==> src/rtl/core/xfec_pkg.sv <==
// Shared types and constants for the XOR parity packet recovery block.
package xfec_pkg;

  localparam int unsigned FRAMES_DEF        = 1024;
  localparam int unsigned PAYLOAD_BYTES_DEF = 160;

  localparam int unsigned SEQ_W     = 31;
  localparam int unsigned BYTE_W    = 8;
  localparam int unsigned OUT_SEQ_W = 10;

  // Fate of the packet in flight, latched on its first word.
  typedef enum logic [1:0] {
    ACT_DROP    = 2'd0,
    ACT_FORWARD = 2'd1,
    ACT_RECOVER = 2'd2
  } act_t;

endpackage

==> src/rtl/core/xfec_held_map.sv <==
// Held-packet bitmap: dual-read memory with post-reset clearing pass and write forwarding.
module xfec_held_map
  import xfec_pkg::*;
#(
  parameter int unsigned FRAMES = FRAMES_DEF
) (
  input  logic                      clk,
  input  logic                      rst_n,
  input  logic                      rd_en,
  input  logic [$clog2(FRAMES)-1:0] rd_hi_addr,
  input  logic [$clog2(FRAMES)-1:0] rd_lo_addr,
  input  logic                      wr_en,
  input  logic [$clog2(FRAMES)-1:0] wr_addr,
  output logic                      held_hi,
  output logic                      held_lo,
  output logic                      busy
);

  localparam int unsigned FW = $clog2(FRAMES);

  logic          held_mem [FRAMES];
  logic          hi_q_r;
  logic          lo_q_r;
  logic [FW-1:0] rd_hi_r;
  logic [FW-1:0] rd_lo_r;
  logic          fwd_v_r;
  logic [FW-1:0] fwd_a_r;
  logic          clearing_r;
  logic [FW-1:0] clr_cnt_r;

  logic          mem_we;
  logic [FW-1:0] mem_wa;

  assign mem_we = clearing_r || wr_en;
  assign mem_wa = clearing_r ? clr_cnt_r : wr_addr;
  assign busy   = clearing_r;

  always_ff @(posedge clk) begin
    if (mem_we) begin
      held_mem[mem_wa] <= !clearing_r;
    end
    if (rd_en) begin
      hi_q_r  <= held_mem[rd_hi_addr];
      lo_q_r  <= held_mem[rd_lo_addr];
      rd_hi_r <= rd_hi_addr;
      rd_lo_r <= rd_lo_addr;
      fwd_a_r <= wr_addr;
    end
  end

  // a write at the same edge as the read is not seen by the array
  always_ff @(posedge clk) begin
    if (!rst_n) begin
      fwd_v_r    <= 1'b0;
      clearing_r <= 1'b1;
      clr_cnt_r  <= '0;
    end else begin
      if (rd_en) begin
        fwd_v_r <= wr_en && !clearing_r;
      end
      if (clearing_r) begin
        if (clr_cnt_r == FW'(FRAMES - 1)) begin
          clearing_r <= 1'b0;
        end else begin
          clr_cnt_r <= clr_cnt_r + FW'(1);
        end
      end
    end
  end

  assign held_hi = hi_q_r || (fwd_v_r && (fwd_a_r == rd_hi_r));
  assign held_lo = lo_q_r || (fwd_v_r && (fwd_a_r == rd_lo_r));

endmodule

==> config.mk <==
export PLATFORM = sky130hd
export DESIGN_NAME = xfec_held_map
export DESIGN_NICKNAME = d
export VERILOG_FILES = /design/src/rtl/core/xfec_pkg.sv /design/src/rtl/core/xfec_held_map.sv
export SDC_FILE = /design/constraint.sdc
export NUM_CORES = 2
export LEC_CHECK = 0
export BUFFER_PORTS_ARGS = -buffer_cell sky130_fd_sc_hd__buf_4
export CORE_ASPECT_RATIO = 1.4
export CORE_MARGIN = 3
export CORE_UTILIZATION = 55
export DETAILED_ROUTE_END_ITERATION = 8
export PLACE_DENSITY = 0.72
export SLEW_MARGIN = 20
export SYNTH_ARGS = -nofsm -noshare
export SYNTH_HDL_FRONTEND = slang
export SYNTH_SLANG_ARGS = --single-unit
==> constraint.sdc <==
create_clock -name clk -period 22.3 [get_ports clk]
set_clock_uncertainty 0.2 [all_clocks]
set_input_delay 2.23 -clock clk [delete_from_list [all_inputs] [get_ports clk]]
set_output_delay 2.23 -clock clk [all_outputs]
set_load 0.03 [all_outputs]
==> results.yml <==
routing:
  wire_per_inst_um: 34.6
  vias: 37700
  drtIter0Drc: 5634
  wl_um: 180000
  vias_per_cell: 7.23
  dr.pass1.iters: 7
  drcViolationCount: 0
  ant_nets: 0
run:
  drv_cap: 0
setup_path:
  r2r-end: "held_mem[378]$_DFFE_PP_"
  startpoint_type: "primary input"
  crit_arrival_ns: 6.85
  crit_family: "buffers and inverters"
  r2r-start: "busy$_SDFF_PN1_"
  reg2reg_depth: 5
  worstPathMaxFanout: 61
  critPathKind: "in2reg"
  path_buf_inv: 3
  cp_common_cell: "buf_4"
  crit_cells: 11
  slowest_stage: "buf_4"
  cp-startpoint: "rd_hi_addr[0]"
  cp_cell_sequence: "buf_8 -> buf_4 -> buf_4 -> mux4_2 -> a22o_1 -> a221oi_1 -> o22ai_1 -> nor3_1 -> a211oi_1 -> nor4_1 -> o2111ai_1"
  critPathRequiredTime_ns: 22.55
  ff2ff_setup_slack_ns: 18.17
  slowest_delay_ns: 0.90
  cp-endpoint: "hi_q_r$_DFFE_PP_"
  cp-end-kind: "register"
layout:
  num-fill-cells: 7457
  syn2layout_area_growth_pct: 7.97
  final_nets: 3841
  drive_gt1_share_pct: 20.0
grt:
  grt_max_degree: 240
  overflow: 0
  grt_usage_pct: 34.8
  grt_first_pass_wirelength_um: 257000
  grt_antenna_before_repair: 4
  grt_pass1_vias: 37200
clock_network:
  numCtsBuffers: 104
  numClockSinks: 1068
  clk_latency_ns: 0.70
  clkTransAtPathRegs_ns: 0.06
  postCtsHoldBufs: 0
  cts_max_path_buffers: 3
  cts_resized: 0
  ctsRootBufferMaster: "clkbuf_16"
  cts_tree: "done"
  htreeDepth: 3
  cts_setup_buffers: 0
outcome:
  status: "completed"
sta:
  fin_tns_setup_ns: 0
  rsz0062_at_grt: "false"
  setup_viol: 0
  drv_slew: 0
  hold_violations: 0
  max_freq_mhz: 152
  period_share_pct: 29.6
  tightest_slew_ns: 1.26
  fin_crit_ns: 6.59
  slew_headroom_pct: 15.9
logic_synthesis:
  netlist_area_um2: 54900
  synth_cell_types: 73
  ys_seq_area_share_pct: 58.2
  synth_warnings: 0
  synth-edff-count: 1056
  synthCells: 3990
  avgSynthCellArea_um2: 13.7
  ys_dominant_reg_cell: "edfxtp_1"
  async_reset_ff_share_pct: 0
  synthesis.nets: 4025
  synth_seq_cells: 1068
place:
  numPortBuffers: 36
  dpl.hpwl_um: 99300
  gp_congestion: 0.880
floorplan:
  design.core.area_um2: 98500
  fp.dieH_um: 380
  fp.dieW_um: 273
  num_rows: 136
  dieArea_um2: 104000
  start_util_pct: 55.7
  io_pins: 37
hold_path:
  hold_depth: 2
  hold_path_class: "reg2reg"
power_and_ir_drop:
  leakage_nw: 19.9
  cellPowerDensity_nw_per_um2: 71.9
  peakVddDrop_mv: 0.0643
  fin_total_pwr_mw: 4.26
per-layer routing:
metal | up-vias | routed length [um] | global-route usage [%]
met3 | 871 | 24000 | 7.81
met5 | - | 44 | 0
met4 | 4 | 17100 | 26.5
met1 | 18800 | 55300 | 42.5
li1 | 15000 | - | -
met2 | 2989 | 83800 | 54.2
sequential cells by signal (all words and copies together) (netlist names):
name       cells
rd_lo_r       10
held_mem    1024
fwd_a_r       10
rd_hi_r       10
lo_q_r         1
hi_q_r         1
fwd_v_r        1
clr_cnt_r     10
busy           1
final cells by class:
cell class              count  area (um^2)  area share (%)
multi-input cells        2506        21200            35.8
inverters                  20         82.6           0.139
repair buffers            106          892            1.51
well taps                1311         1640            2.77
diodes                      2         5.00         0.00845
flip-flops and latches   1068        32000            53.9
clock buffers             127         2770            4.68
clock inverters            69          679            1.15
kinds of logic after synthesis:
| family | Yosys count | share of synthesized area, % |
|---|---|---|
| AND/OR/NAND/NOR | 1412 | 10.5 |
| flip-flops | 1068 | 58.2 |
| multiplexers | 662 | 22.0 |
| buffers and inverters | 416 | 3.55 |
| AO/OA/AOI/OAI | 404 | 5.25 |
| XOR/XNOR | 27 | 0.431 |
| adder cells (fa/ha/maj) | 1 | 0.0228 |
how the worst min path moves through the flow:
| stage | start | to | slack, ns |
|---|---|---|---|
| 4_1_cts | fwd_v_r$_SDFFE_PN0P_ | fwd_v_r$_SDFFE_PN0P_ | 0.33 |
| 3_5_place_dp | fwd_v_r$_SDFFE_PN0P_ | fwd_v_r$_SDFFE_PN0P_ | 0.31 |
| 5_1_grt | fwd_v_r$_SDFFE_PN0P_ | fwd_v_r$_SDFFE_PN0P_ | 0.37 |
| 6_report | fwd_v_r$_SDFFE_PN0P_ | fwd_v_r$_SDFFE_PN0P_ | 0.33 |
| 2_1_floorplan | fwd_v_r$_SDFFE_PN0P_ | fwd_v_r$_SDFFE_PN0P_ | 0.27 |
| 3_3_place_gp | fwd_v_r$_SDFFE_PN0P_ | fwd_v_r$_SDFFE_PN0P_ | 0.29 |
layout by cell type (no fill, tap or decap), types with 14 or more instances in the layout:
cell type  instances
and2_1            15
buf_4             96
nor2_1          1056
xnor2_1           27
edfxtp_1        1056
a21oi_1           76
nand2_1          104
clkinv_2          23
inv_1             15
o22ai_1           50
mux2i_1          225
clkinv_1          19
o221ai_1          77
nor3_1            58
a221oi_1          14
clkbuf_1          19
o21ai_0           33
nand4_1           21
clkbuf_16        108
mux4_2           425
nand2_2           33
a22oi_1           50
synth_stat cells, types with 27 or more instances:
library cell / instances / area, um^2
nand2_1: 148 / 556
mux4_2: 425 / 9570
nor2_1: 1059 / 3980
o21ai_0: 33 / 165
buf_2: 44 / 220
buf_1: 40 / 150
edfxtp_1: 1056 / 31700
a22oi_1: 50 / 375
mux2i_1: 225 / 2250
o221ai_1: 77 / 674
nor3_1: 58 / 290
clkbuf_1: 253 / 950
buf_4: 35 / 263
o22ai_1: 50 / 313
a21oi_1: 76 / 380
xnor2_1: 27 / 236
report_power, final:
part           internal (mW)  switching [mW]  total (mW)
registers               2.18         0.00506        2.18
logic                 0.0807           0.186       0.266
clock network           1.03           0.784        1.81
metrics by stage:
step	area, um^2	instances	worst slack (ns)	hold slack (ns)	utilization, %
final	59200	5209	15.71	0.328	60.1
after detailed placement	55700	5011	14.98	0.313	56.5
after global routing	59200	5207	15.46	0.368	60.1
after CTS	59200	5207	15.73	0.326	60.0
after floorplan	54900	3990	3.93	0.267	-
after global placement	55700	5011	15.02	0.292	56.5
tightest hold or removal path: cells and delay by family (launching register included):
| kind | cells | cell delay (ns) |
|---|---|---|
| and+or+nand+nor | 1 | 0.07 |
| DFF | 1 | 0.33 |
| AOI/OAI and AO/OA | 1 | 0.08 |
Note: power is estimated with default switching activity, not from simulation.
